`config.mk`:
```
export PLATFORM = sky130hd
export DESIGN_NAME = fen_record_parser
export DESIGN_NICKNAME = d
export VERILOG_FILES = /design/src/hw/rtl/frp_pkg.sv /design/src/hw/rtl/frp_front.sv /design/src/hw/rtl/frp_queue.sv /design/src/hw/rtl/frp_back.sv /design/src/hw/rtl/fen_record_parser.sv
export SDC_FILE = /design/constraint.sdc
export NUM_CORES = 1
export LEC_CHECK = 0
export BUFFER_PORTS_ARGS = -buffer_cell sky130_fd_sc_hd__buf_2
export CAP_MARGIN = 25
export CORE_MARGIN = 2
export CORE_UTILIZATION = 43
export CTS_BUF_LIST = sky130_fd_sc_hd__clkbuf_4 sky130_fd_sc_hd__clkbuf_8
export DETAILED_ROUTE_END_ITERATION = 6
export HOLD_SLACK_MARGIN = 0.12
export PLACE_DENSITY_LB_ADDON = 0.25
export SYNTH_ARGS = -nofsm -noshare
export SYNTH_HDL_FRONTEND = slang
export SYNTH_SLANG_ARGS = --single-unit
```
`constraint.sdc`:
```
create_clock -name clk -period 5.3 [get_ports clk]
set_input_delay 0.53 -clock clk [delete_from_list [all_inputs] [get_ports clk]]
set_output_delay 0.53 -clock clk [all_outputs]
set_load 0.01 [all_outputs]
```
`src/hw/rtl/frp_pkg.sv`:
```
package frp_pkg;

	// Width of the halfmove and fullmove accumulators.
	localparam int unsigned COUNTER_BITS = 16;
	localparam logic [COUNTER_BITS-1:0] ACC_MAX = '1;

	localparam int unsigned HM_W  = 16;
	localparam int unsigned PLY_W = 17;
	localparam logic [32:0] HM_LIMIT  = 33'd65535;
	localparam logic [33:0] PLY_LIMIT = 34'd131071;

	// Command queue between the parser and the result generator.
	localparam int unsigned QDEPTH = 4;
	localparam int unsigned QPTR_W = $clog2(QDEPTH);
	localparam int unsigned QCNT_W = $clog2(QDEPTH + 1);

	// Characters
	localparam logic [7:0] CH_NL    = 8'h0A;
	localparam logic [7:0] CH_SPACE = 8'h20;
	localparam logic [7:0] CH_DASH  = 8'h2D;
	localparam logic [7:0] CH_SLASH = 8'h2F;
	localparam logic [7:0] CH_0     = 8'h30;
	localparam logic [7:0] CH_1     = 8'h31;
	localparam logic [7:0] CH_8     = 8'h38;
	localparam logic [7:0] CH_9     = 8'h39;
	localparam logic [7:0] CH_A     = 8'h61;
	localparam logic [7:0] CH_B     = 8'h62;
	localparam logic [7:0] CH_H     = 8'h68;
	localparam logic [7:0] CH_W     = 8'h77;

	// Result kinds
	localparam logic [1:0] RK_WRITE   = 2'd0;
	localparam logic [1:0] RK_SUMMARY = 2'd1;
	localparam logic [1:0] RK_ERROR   = 2'd2;

	// Piece sides
	localparam logic [1:0] SIDE_WHITE = 2'd0;
	localparam logic [1:0] SIDE_BLACK = 2'd1;
	localparam logic [1:0] SIDE_EMPTY = 2'd2;

	localparam logic [2:0] PK_EMPTY  = 3'd0;
	localparam logic [2:0] PK_PAWN   = 3'd1;
	localparam logic [2:0] PK_KNIGHT = 3'd2;
	localparam logic [2:0] PK_BISHOP = 3'd3;
	localparam logic [2:0] PK_ROOK   = 3'd4;
	localparam logic [2:0] PK_QUEEN  = 3'd5;
	localparam logic [2:0] PK_KING   = 3'd6;

	// Error codes
	localparam logic [3:0] ERR_NONE      = 4'd0;
	localparam logic [3:0] ERR_PIECE     = 4'd1;
	localparam logic [3:0] ERR_RANK      = 4'd2;
	localparam logic [3:0] ERR_SEPARATOR = 4'd3;
	localparam logic [3:0] ERR_SPACE     = 4'd4;
	localparam logic [3:0] ERR_COLOR     = 4'd5;
	localparam logic [3:0] ERR_CASTLING  = 4'd6;
	localparam logic [3:0] ERR_EP_FILE   = 4'd7;
	localparam logic [3:0] ERR_EP_RANK   = 4'd8;
	localparam logic [3:0] ERR_HALFMOVE  = 4'd9;
	localparam logic [3:0] ERR_FULLMOVE  = 4'd10;
	localparam logic [3:0] ERR_TRAILING  = 4'd11;

	typedef enum logic [3:0] {
		PH_PLACE,
		PH_SLASH,
		PH_SPACE_A,
		PH_COLOR,
		PH_SPACE_B,
		PH_CASTLE_FIRST,
		PH_CASTLE_MORE,
		PH_CASTLE_DASH,
		PH_EP_FILE,
		PH_EP_RANK,
		PH_SPACE_C,
		PH_HALF,
		PH_FULL,
		PH_TAIL
	} phase_t;

	typedef struct packed {
		logic [2:0] kind;
		logic [1:0] side;
	} piece_t;

	// One command: a run of square writes, a summary or an error.
	typedef struct packed {
		logic [1:0]       kind;
		logic [5:0]       square;
		logic [2:0]       count_m1;
		logic [2:0]       piece_kind;
		logic [1:0]       piece_side;
		logic             black_to_move;
		logic [3:0]       castling;
		logic             passant_valid;
		logic [5:0]       passant_square;
		logic [HM_W-1:0]  halfmove;
		logic [PLY_W-1:0] ply;
		logic [3:0]       error_code;
	} cmd_t;

	typedef struct packed {
		logic [1:0]       kind;
		logic [5:0]       square;
		logic [2:0]       piece_kind;
		logic [1:0]       piece_side;
		logic             black_to_move;
		logic [3:0]       castling;
		logic             passant_valid;
		logic [5:0]       passant_square;
		logic [HM_W-1:0]  halfmove;
		logic [PLY_W-1:0] ply;
		logic [3:0]       error_code;
	} res_t;

	typedef struct packed {
		logic not_empty;
		logic full;
	} q_stat_t;

	function automatic piece_t piece_of(input logic [7:0] c);
		logic [7:0] low;
		piece_t     p;
		low = c | 8'h20;
		p.side = (c == low) ? SIDE_BLACK : SIDE_WHITE;
		case (low)
			8'h70:   p.kind = PK_PAWN;
			8'h6E:   p.kind = PK_KNIGHT;
			8'h62:   p.kind = PK_BISHOP;
			8'h72:   p.kind = PK_ROOK;
			8'h71:   p.kind = PK_QUEEN;
			8'h6B:   p.kind = PK_KING;
			default: p.kind = PK_EMPTY;
		endcase
		return p;
	endfunction

	function automatic logic [3:0] castle_bit(input logic [7:0] c);
		logic [3:0] b;
		case (c)
			8'h4B:   b = 4'b0001;
			8'h51:   b = 4'b0010;
			8'h6B:   b = 4'b0100;
			8'h71:   b = 4'b1000;
			default: b = 4'b0000;
		endcase
		return b;
	endfunction

	// Decimal accumulate with saturation at the counter limit.
	function automatic logic [COUNTER_BITS-1:0] acc_digit(
		input logic [COUNTER_BITS-1:0] acc,
		input logic [3:0]              d
	);
		logic [COUNTER_BITS+3:0] w;
		w = ({4'b0000, acc} << 3) + ({4'b0000, acc} << 1) + (COUNTER_BITS+4)'(d);
		return (w > (COUNTER_BITS+4)'(ACC_MAX)) ? ACC_MAX : w[COUNTER_BITS-1:0];
	endfunction

endpackage

```
`src/hw/rtl/frp_front.sv`:
```
module frp_front
	import frp_pkg::*;
(
	input  logic       clk,
	input  logic       arst_n,
	input  logic       accept,
	input  logic [7:0] text_byte,
	input  logic       end_of_record,
	output logic       push,
	output cmd_t       cmd
);

	phase_t                  phase_q, phase_d;
	logic [2:0]              rank_q, rank_d;
	logic [2:0]              file_q, file_d;
	logic                    side_q, side_d;
	logic [3:0]              castle_q, castle_d;
	logic [2:0]              ep_file_q, ep_file_d;
	logic                    ep_present_q, ep_present_d;
	logic [5:0]              ep_index_q, ep_index_d;
	logic [COUNTER_BITS-1:0] hm_q, hm_d;
	logic [COUNTER_BITS-1:0] fm_q, fm_d;
	logic                    seen_q, seen_d;
	logic                    skip_q, skip_d;

	logic       is_digit, is_d18, is_file;
	piece_t     pc;
	logic [3:0] cb;
	logic [3:0] file_sum;
	logic [3:0] err_c, end_c;
	logic [32:0] hm_ext;
	logic [33:0] ply_ext;

	assign is_digit = text_byte inside {[CH_0:CH_9]};
	assign is_d18   = text_byte inside {[CH_1:CH_8]};
	assign is_file  = text_byte inside {[CH_A:CH_H]};
	assign pc       = piece_of(text_byte);
	assign cb       = castle_bit(text_byte);
	assign file_sum = {1'b0, file_q} + (is_d18 ? text_byte[3:0] : 4'd1);

	// Classify the byte against the field that is expected.
	always_comb begin
		err_c = ERR_NONE;
		case (phase_q)
			PH_PLACE: begin
				if (is_d18) begin
					if (file_sum > 4'd8) err_c = ERR_RANK;
				end else if (pc.kind == PK_EMPTY) begin
					err_c = ERR_PIECE;
				end
			end
			PH_SLASH:        if (text_byte != CH_SLASH) err_c = ERR_SEPARATOR;
			PH_SPACE_A,
			PH_SPACE_B,
			PH_SPACE_C:      if (text_byte != CH_SPACE) err_c = ERR_SPACE;
			PH_COLOR:        if (text_byte != CH_W && text_byte != CH_B) err_c = ERR_COLOR;
			PH_CASTLE_FIRST: if (text_byte != CH_DASH && cb == 4'b0000) err_c = ERR_CASTLING;
			PH_CASTLE_MORE:  if (text_byte != CH_SPACE && cb == 4'b0000) err_c = ERR_CASTLING;
			PH_CASTLE_DASH:  if (text_byte != CH_SPACE) err_c = ERR_CASTLING;
			PH_EP_FILE:      if (text_byte != CH_DASH && !is_file) err_c = ERR_EP_FILE;
			PH_EP_RANK:      if (!is_d18) err_c = ERR_EP_RANK;
			PH_HALF: begin
				if (!is_digit) begin
					if (!seen_q) err_c = ERR_HALFMOVE;
					else if (text_byte != CH_SPACE) err_c = ERR_SPACE;
				end
			end
			PH_FULL: begin
				if (!is_digit) begin
					if (!seen_q || fm_q == '0) err_c = ERR_FULLMOVE;
					else if (text_byte != CH_NL) err_c = ERR_TRAILING;
				end
			end
			PH_TAIL:         err_c = ERR_TRAILING;
			default:         err_c = ERR_PIECE;
		endcase
	end

	// Outcome of an end marker in the current phase.
	always_comb begin
		case (phase_q)
			PH_PLACE:        end_c = ERR_PIECE;
			PH_SLASH:        end_c = ERR_SEPARATOR;
			PH_SPACE_A,
			PH_SPACE_B,
			PH_SPACE_C:      end_c = ERR_SPACE;
			PH_COLOR:        end_c = ERR_COLOR;
			PH_CASTLE_FIRST,
			PH_CASTLE_MORE,
			PH_CASTLE_DASH:  end_c = ERR_CASTLING;
			PH_EP_FILE:      end_c = ERR_EP_FILE;
			PH_EP_RANK:      end_c = ERR_EP_RANK;
			PH_HALF:         end_c = seen_q ? ERR_SPACE : ERR_HALFMOVE;
			PH_FULL:         end_c = (!seen_q || fm_q == '0) ? ERR_FULLMOVE : ERR_NONE;
			PH_TAIL:         end_c = ERR_NONE;
			default:         end_c = ERR_PIECE;
		endcase
	end

	// Next state
	always_comb begin
		phase_d      = phase_q;
		rank_d       = rank_q;
		file_d       = file_q;
		side_d       = side_q;
		castle_d     = castle_q;
		ep_file_d    = ep_file_q;
		ep_present_d = ep_present_q;
		ep_index_d   = ep_index_q;
		hm_d         = hm_q;
		fm_d         = fm_q;
		seen_d       = seen_q;
		skip_d       = skip_q;
		if (accept) begin
			if (end_of_record) begin
				phase_d      = PH_PLACE;
				rank_d       = '0;
				file_d       = '0;
				side_d       = 1'b0;
				castle_d     = '0;
				ep_file_d    = '0;
				ep_present_d = 1'b0;
				ep_index_d   = '0;
				hm_d         = '0;
				fm_d         = '0;
				seen_d       = 1'b0;
				skip_d       = 1'b0;
			end else if (!skip_q) begin
				if (err_c != ERR_NONE) begin
					skip_d = 1'b1;
				end else begin
					case (phase_q)
						PH_PLACE: begin
							if (file_sum >= 4'd8) begin
								file_d  = '0;
								phase_d = (rank_q == 3'd7) ? PH_SPACE_A : PH_SLASH;
							end else begin
								file_d = file_sum[2:0];
							end
						end
						PH_SLASH: begin
							rank_d  = rank_q + 3'd1;
							phase_d = PH_PLACE;
						end
						PH_SPACE_A: phase_d = PH_COLOR;
						PH_COLOR: begin
							side_d  = (text_byte == CH_B);
							phase_d = PH_SPACE_B;
						end
						PH_SPACE_B: phase_d = PH_CASTLE_FIRST;
						PH_CASTLE_FIRST: begin
							if (text_byte == CH_DASH) begin
								phase_d = PH_CASTLE_DASH;
							end else begin
								castle_d = castle_q | cb;
								phase_d  = PH_CASTLE_MORE;
							end
						end
						PH_CASTLE_MORE: begin
							if (text_byte == CH_SPACE) phase_d = PH_EP_FILE;
							else castle_d = castle_q | cb;
						end
						PH_CASTLE_DASH: phase_d = PH_EP_FILE;
						PH_EP_FILE: begin
							if (text_byte == CH_DASH) begin
								ep_present_d = 1'b0;
								phase_d      = PH_SPACE_C;
							end else begin
								ep_file_d = 3'(text_byte - CH_A);
								phase_d   = PH_EP_RANK;
							end
						end
						PH_EP_RANK: begin
							// Ranks are listed from the eighth down, so row = '8' - c.
							ep_index_d   = {3'(CH_8 - text_byte), ep_file_q};
							ep_present_d = 1'b1;
							phase_d      = PH_SPACE_C;
						end
						PH_SPACE_C: begin
							phase_d = PH_HALF;
							seen_d  = 1'b0;
						end
						PH_HALF: begin
							if (is_digit) begin
								hm_d   = acc_digit(hm_q, text_byte[3:0]);
								seen_d = 1'b1;
							end else begin
								phase_d = PH_FULL;
								seen_d  = 1'b0;
							end
						end
						PH_FULL: begin
							if (is_digit) begin
								fm_d   = acc_digit(fm_q, text_byte[3:0]);
								seen_d = 1'b1;
							end else begin
								phase_d = PH_TAIL;
							end
						end
						default: phase_d = phase_q;
					endcase
				end
			end
		end
	end

	assign hm_ext  = 33'(hm_q);
	assign ply_ext = ({1'b0, 33'(fm_q)} << 1) - (side_q ? 34'd1 : 34'd2);

	// Command to the result generator
	always_comb begin
		cmd  = '0;
		push = 1'b0;
		if (accept && !skip_q) begin
			if (end_of_record) begin
				push = 1'b1;
				if (end_c != ERR_NONE) begin
					cmd.kind       = RK_ERROR;
					cmd.error_code = end_c;
				end else begin
					cmd.kind           = RK_SUMMARY;
					cmd.black_to_move  = side_q;
					cmd.castling       = castle_q;
					cmd.passant_valid  = ep_present_q;
					cmd.passant_square = ep_present_q ? ep_index_q : 6'd0;
					cmd.halfmove       = (hm_ext > HM_LIMIT) ? '1 : hm_ext[HM_W-1:0];
					cmd.ply            = (ply_ext > PLY_LIMIT) ? '1 : ply_ext[PLY_W-1:0];
				end
			end else if (err_c != ERR_NONE) begin
				push           = 1'b1;
				cmd.kind       = RK_ERROR;
				cmd.error_code = err_c;
			end else if (phase_q == PH_PLACE) begin
				push       = 1'b1;
				cmd.kind   = RK_WRITE;
				cmd.square = {rank_q, file_q};
				if (is_d18) begin
					cmd.count_m1   = 3'(text_byte[3:0] - 4'd1);
					cmd.piece_kind = PK_EMPTY;
					cmd.piece_side = SIDE_EMPTY;
				end else begin
					cmd.piece_kind = pc.kind;
					cmd.piece_side = pc.side;
				end
			end
		end
	end

	always_ff @(posedge clk or negedge arst_n) begin
		if (!arst_n) begin
			phase_q      <= PH_PLACE;
			rank_q       <= '0;
			file_q       <= '0;
			side_q       <= 1'b0;
			castle_q     <= '0;
			ep_file_q    <= '0;
			ep_present_q <= 1'b0;
			ep_index_q   <= '0;
			hm_q         <= '0;
			fm_q         <= '0;
			seen_q       <= 1'b0;
			skip_q       <= 1'b0;
		end else begin
			phase_q      <= phase_d;
			rank_q       <= rank_d;
			file_q       <= file_d;
			side_q       <= side_d;
			castle_q     <= castle_d;
			ep_file_q    <= ep_file_d;
			ep_present_q <= ep_present_d;
			ep_index_q   <= ep_index_d;
			hm_q         <= hm_d;
			fm_q         <= fm_d;
			seen_q       <= seen_d;
			skip_q       <= skip_d;
		end
	end

endmodule

```
`src/hw/rtl/frp_queue.sv`:
```
module frp_queue
	import frp_pkg::*;
(
	input  logic    clk,
	input  logic    arst_n,
	input  logic    push,
	input  cmd_t    push_data,
	input  logic    pop,
	output cmd_t    head,
	output q_stat_t stat
);

	cmd_t              slot_q [QDEPTH];
	logic [QPTR_W-1:0] wr_ptr_q;
	logic [QPTR_W-1:0] rd_ptr_q;
	logic [QCNT_W-1:0] count_q;

	assign head           = slot_q[rd_ptr_q];
	assign stat.not_empty = (count_q != '0);
	assign stat.full      = (count_q == QCNT_W'(QDEPTH));

	always_ff @(posedge clk) begin
		if (push) slot_q[wr_ptr_q] <= push_data;
	end

	always_ff @(posedge clk or negedge arst_n) begin
		if (!arst_n) begin
			wr_ptr_q <= '0;
			rd_ptr_q <= '0;
			count_q  <= '0;
		end else begin
			if (push) wr_ptr_q <= wr_ptr_q + QPTR_W'(1);
			if (pop)  rd_ptr_q <= rd_ptr_q + QPTR_W'(1);
			if (push && !pop)      count_q <= count_q + QCNT_W'(1);
			else if (pop && !push) count_q <= count_q - QCNT_W'(1);
		end
	end

endmodule

```
`src/hw/rtl/frp_back.sv`:
```
module frp_back
	import frp_pkg::*;
(
	input  logic    clk,
	input  logic    arst_n,
	input  cmd_t    head,
	input  q_stat_t stat,
	output logic    pop,
	output logic    res_valid,
	input  logic    res_ready,
	output res_t    res,
	output logic    res_last
);

	logic [2:0] offset_q;
	logic       valid_q;
	res_t       res_q;
	logic       last_q;
	logic       load;
	logic       final_elem;
	res_t       next_res;

	assign load       = stat.not_empty && (!valid_q || res_ready);
	assign final_elem = (offset_q == head.count_m1);
	assign pop        = load && final_elem;

	always_comb begin
		next_res = '0;
		next_res.kind = head.kind;
		case (head.kind)
			RK_WRITE: begin
				next_res.square     = head.square + 6'(offset_q);
				next_res.piece_kind = head.piece_kind;
				next_res.piece_side = head.piece_side;
			end
			RK_SUMMARY: begin
				next_res.black_to_move  = head.black_to_move;
				next_res.castling       = head.castling;
				next_res.passant_valid  = head.passant_valid;
				next_res.passant_square = head.passant_square;
				next_res.halfmove       = head.halfmove;
				next_res.ply            = head.ply;
			end
			default: next_res.error_code = head.error_code;
		endcase
	end

	always_ff @(posedge clk or negedge arst_n) begin
		if (!arst_n) begin
			valid_q  <= 1'b0;
			offset_q <= '0;
		end else begin
			if (load) begin
				valid_q  <= 1'b1;
				offset_q <= final_elem ? 3'd0 : offset_q + 3'd1;
			end else if (res_ready) begin
				valid_q <= 1'b0;
			end
		end
	end

	always_ff @(posedge clk) begin
		if (load) begin
			res_q  <= next_res;
			last_q <= final_elem;
		end
	end

	assign res_valid = valid_q;
	assign res       = res_q;
	assign res_last  = last_q;

endmodule

```
`src/hw/rtl/fen_record_parser.sv`:
```
// The command for an input byte is registered in the command queue, and its result then in the
// output register. Throughput: one byte per cycle; a digit of n empty squares holds the result
// stage while it emits n square writes, and input stalls only once the four-entry command queue
// between parser and result generator fills.
// Reset (arst_n low) clears the parser state, the command queue and the output valid.
module fen_record_parser
	import frp_pkg::*;
(
	input  logic        clk,
	input  logic        arst_n,
	input  logic        s_tvalid,
	output logic        s_tready,
	input  logic [7:0]  s_tdata,   // [7:0] text_byte
	input  logic        s_tuser,   // [0] end_of_record
	output logic        m_tvalid,
	input  logic        m_tready,
	output logic [63:0] m_tdata,   // [5:0] square_index, [8:6] piece_kind, [10:9] piece_side,
	                               // [11] black_to_move, [15:12] castling_rights,
	                               // [16] passant_valid, [22:17] passant_square,
	                               // [38:23] halfmove_clock, [55:39] ply_count,
	                               // [59:56] error_code, [63:60] zero
	output logic [1:0]  m_tuser,   // [1:0] result_kind
	output logic        m_tlast
);

	logic    accept;
	logic    push;
	cmd_t    push_cmd;
	cmd_t    head;
	q_stat_t q_stat;
	logic    pop;
	res_t    res;

	assign s_tready = !q_stat.full;
	assign accept   = s_tvalid && s_tready;

	frp_front u_front (
		.clk           (clk),
		.arst_n        (arst_n),
		.accept        (accept),
		.text_byte     (s_tdata),
		.end_of_record (s_tuser),
		.push          (push),
		.cmd           (push_cmd)
	);

	frp_queue u_queue (
		.clk       (clk),
		.arst_n    (arst_n),
		.push      (push),
		.push_data (push_cmd),
		.pop       (pop),
		.head      (head),
		.stat      (q_stat)
	);

	frp_back u_back (
		.clk       (clk),
		.arst_n    (arst_n),
		.head      (head),
		.stat      (q_stat),
		.pop       (pop),
		.res_valid (m_tvalid),
		.res_ready (m_tready),
		.res       (res),
		.res_last  (m_tlast)
	);

	assign m_tuser = res.kind;
	assign m_tdata = {4'b0000, res.error_code, res.ply, res.halfmove, res.passant_square,
		res.passant_valid, res.castling, res.black_to_move, res.piece_side,
		res.piece_kind, res.square};

	// Only a run of square writes produces results that are not the last of their byte.
	a_nonlast_is_write: assert property (@(posedge clk) disable iff (!arst_n)
		(m_tvalid && !m_tlast) |-> (m_tuser == RK_WRITE))
		else $error("non-final result is not a square write");

	// Within a run the next result follows at once on the next square.
	a_run_advances: assert property (@(posedge clk) disable iff (!arst_n)
		(m_tvalid && m_tready && !m_tlast) |=>
		(m_tvalid && m_tdata[5:0] == $past(m_tdata[5:0]) + 6'd1))
		else $error("empty-square run did not advance");

	// Empty kind and empty side always go together on a square write.
	a_empty_consistent: assert property (@(posedge clk) disable iff (!arst_n)
		(m_tvalid && m_tuser == RK_WRITE) |->
		((m_tdata[8:6] == PK_EMPTY) == (m_tdata[10:9] == SIDE_EMPTY)))
		else $error("square write with inconsistent piece and side");

	// An error result always carries a code and is the last result of its byte.
	a_error_coded: assert property (@(posedge clk) disable iff (!arst_n)
		(m_tvalid && m_tuser == RK_ERROR) |-> (m_tdata[59:56] != ERR_NONE && m_tlast))
		else $error("error result without a code");

endmodule
```
==> Flow_metrics.wiki <==
{| class="wikitable"
! Metric !! Value
|-
| Layout cell share with drive strength beyond 1 || 0.2173
|-
| Most numerous cell in the Yosys netlist || edfxtp_1
|-
| Cell area after technology mapping || 18780 sq um
|-
| Master of the slowest instance on the critical path || or4b_4
|-
| Count of warnings emitted by yosys || 0
|-
| Core Util, Final || 0.4970
|-
| Final critical delay including setup and external delays || 4.625 ns
|-
| Register clock-pin slew on the reported worst setup and hold paths || 0.06 ns
|-
| Via count of the first global-routing pass || 11852
|-
| Cell-by-cell trace of the critical path || buf_2 -> inv_1 -> ha_1 -> or4_4 -> o21ai_0 -> nor2_1 -> nand2_1 -> ha_1 -> inv_1 -> fa_1 -> inv_1 -> nor3_1 -> nor3_1 -> a221o_1 -> or4b_4 -> nor2_1 -> a31oi_1 -> buf_4 -> and2_2 -> buf_12
|-
| Longest Clk Path Bufs || 3
|-
| Setup repair bufs after CTS || 0
|-
| CTS tree || yes
|-
| Resized cells post-CTS || 0
|-
| I/O pins || 82
|-
| Number of synthesized flops with an enable pin || 323
|-
| Number of buffer and inverter stages on the critical path || 6
|-
| Main synth FF type || edfxtp_1
|-
| Arrival time of data at the critical path endpoint || 4.95 ns
|-
| Count of endpoints failing setup in the final report || 0
|-
| Initial cell density of the core || 0.4360
|-
| Part of the Yosys area used for sequential elements || 0.6098
|-
| Required arrival time at the worst endpoint || 5.62 ns
|-
| Peak supply drop || 0.2253 mV
|-
| Min-delay worst type || input port to flip-flop
|-
| Critical-path maximum fanout || 35
|-
| Sum of overflow across all layers after global routing || 0
|-
| Count of placed standard cells including taps || 1983
|-
| Antenna violations before repair || 2
|-
| Wire length of the first global-routing pass || 68390 um
|-
| CP most frequent cell || inv_1
|-
| Yosys cell types || 80
|-
| Iteration-0 DRC Markers || 1010
|-
| Number of standard cells after synthesis || 1343
|-
| Per-cell via count in the routed design || 5.569
|-
| Detailed-route via count || 11744
|-
| First-pass detailed-route iteration total || 5
|-
| Mean instance size in the synthesized netlist || 13.98 sq um
|-
| Setup repair after global routing missed its margin || no
|-
| Final GP Congestion || 0.8911
|-
| Cell types with the highest counts after synthesis || 323 x edfxtp_1, 101 x nor2_1, 87 x ha_1
|-
| Die X-Extent || 213.0 um
|-
| Number of nets in the layout || 1577
|-
| Count of placed standard cells in the final layout, fillers left out || 2109
|-
| Nature of the critical path endpoint || flip-flop
|-
| Cell family with most CP delay || simple AND/OR/NAND/NOR gates
|-
| Portion of the clock cycle consumed by the worst path in the final layout || 0.8727
|-
| Setup TNS Final || 0 ns
|-
| Clock sink total || 393
|-
| Max-slew violation total from the final report || 0
|-
| Hold_buf cts || 1
|-
| Worst setup path class || input port to flip-flop
|-
| P&R area growth vs syn || 14.01%
|-
| # DRC || 0
|-
| Slowest Stage Delay on Critical Path || 0.59 ns
|-
| HPWL after DPL || 29160 um
|-
| Number of buffers added by the clock tree synthesis step || 67
|-
| Mean routed wirelength per cell || 20.61 um
|-
| Total number of placement rows || 76
|-
| Maximum Capacitance Violations || 0
|-
| Clock skew || 0.04614 ns
|-
| Largest net degree at the start of global routing || 71
|-
| Hold Vio Cnt, Final || 0
|-
| Critical path startpoint category || input port
|-
| Total global routing track utilization || 0.1985
|-
| DIE HEIGHT || 213.0 um
|-
| Run status || finished clean
|-
| Worst slew pin tran || 1.038 ns
|-
| Number of synthesized register bits || 393
|-
| Number of buffer cells added on primary ports || 77
|-
| Post-synth top area cell || edfxtp_1
|-
| Final wirelength || 43470 um
|-
| Total power density per cell area || 436.3 nW/um^2
|-
| Insertion delay of the later-clocked pin in the worst-skew pair || 0.62 ns
|-
| Number of H-tree levels || 3
|-
| Total core area || 43080 sq um
|-
| Total Power Consumption || 9341 uW
|-
| Worst-case headroom to the max-slew limit || 0.2984
|-
| Number of routed nets with antenna violations || 0
|-
| Root buffer selected by CTS || clkbuf_8
|-
| Largest cells by area after synthesis || edfxtp_1 52%, dfrtp_1 9.3%, mux4_2 7.7%, ha_1 5.8%, nor2_1 2.0%
|-
| Die area || 45360 sq um
|-
| Async set or reset register ratio after synthesis || 0.1781
|-
| Leak || 0.008548 uW
|-
| Share of the synthesized area in the top cell type || 0.5165
|-
| Achievable frequency || 216.2 MHz
|}
==> report_power, final <==
part | internal, uW | switching (uW)
combinational | 1020 | 1430
sequential | 3940 | 185
clock | 1550 | 1210
total | 6520 | 2830
==> placed cells by master, fill, tap and decap left out, drive strengths merged, types with 29 or more instances in the layout <==
master and n:
o2bb2ai 32, nor3 29, mux4 64, inv 41, nand2 60, ha 87
nor2 101, dfrtp 70, clkbuf 95, edfxtp 323, a21oi 62, and3 60
o21ai 45, and2 29, buf 118
==> metrics by stage <==
step                cell area (sq um)  setup slack (ns)  hold WS, ns
detailed placement              20000           0.09838       0.5042
CTS                             21380            0.7235       0.1769
global route                    21410            0.3947       0.2308
global placement                19990            0.1710       0.4799
finish                          21410            0.6747       0.2238
floorplan                       18800            0.4292       0.2344
==> registers in the layout, summed over array words and instances, names as in the netlist <==
register,flops
u_back.res_last,1
u_front.ep_file_q,3
u_front.seen_q,1
u_front.ep_index_q,6
u_queue.slot_q,260
u_front.castle_q,4
u_front.fm_q,16
u_front.skip_q,1
u_queue.wr_ptr_q,2
u_queue.count_q,3
u_front.rank_q,3
u_back.res,62
u_back.offset_q,3
u_back.res_valid,1
u_queue.rd_ptr_q,2
u_front.phase_q,4
u_front.ep_present_q,1
u_front.file_q,3
u_front.side_q,1
u_front.hm_q,16
==> path summary, 6_finish.rpt <==
path                                    endpoint                   from  slack, ns  depth (start not counted)
setup / recovery           u_queue.slot_q[0][53]             s_tdata[1]       0.67                         20
hold / removal                  u_back.res_valid               m_tready       0.22                          4
setup reg to reg            u_queue.slot_q[0][4]     u_front.phase_q[1]       0.83                         10
hold reg to reg            u_front.ep_index_q[1]  u_front.ep_index_q[1]       0.51                          2
max in group asynchronous        u_front.fm_q[8]                 arst_n       4.43                          3
min in group asynchronous     u_back.offset_q[1]                 arst_n       0.30                          2
==> worst min-delay path, cell delays in order <==
cell	delay, ns
buf_2	0.08
inv_1	0.05
nand2_1	0.06
nand2_1	0.05
==> metal layers <==
| layer | share of wire | track usage | wire [um] | up-vias |
|---|---|---|---|---|
| met1 | 0.47 | 0.2832 | 20250 | 5870 |
| li1 | - | - | - | 5473 |
| met5 | 0 | 0 | 0 | - |
| met2 | 0.46 | 0.3082 | 19860 | 328 |
| met3 | 0.054 | 0.03530 | 2350 | 73 |
| met4 | 0.023 | 0.06704 | 1009 | 0 |
==> area by class of cell <==
cell class / instances / area [sq um]
inverters: 40 / 150.1
diodes: 1 / 2.502
multi-input cells: 849 / 6935
fillers: 3728 / 21670
well taps: 585 / 732.0
clock inverters: 27 / 210.2
repair buffers: 119 / 773.2
clock buffers: 95 / 1151
flip-flops and latches: 393 / 11460
==> cells by family (layout without fill, tap and decap cells) <==
family,after synthesis,count (layout),synth area share
other,1,5,0.0001997
adders and majority gates,94,94,0.06543
and+or+nand+nor,400,400,0.1167
buffers and inverters,104,281,0.02239
xor gates and xnor gates,37,37,0.01726
DFF,393,393,0.6098
muxes,71,71,0.08075
AOI/OAI and AO/OA,243,243,0.08748
Note: power is estimated with default switching activity, not from simulation.
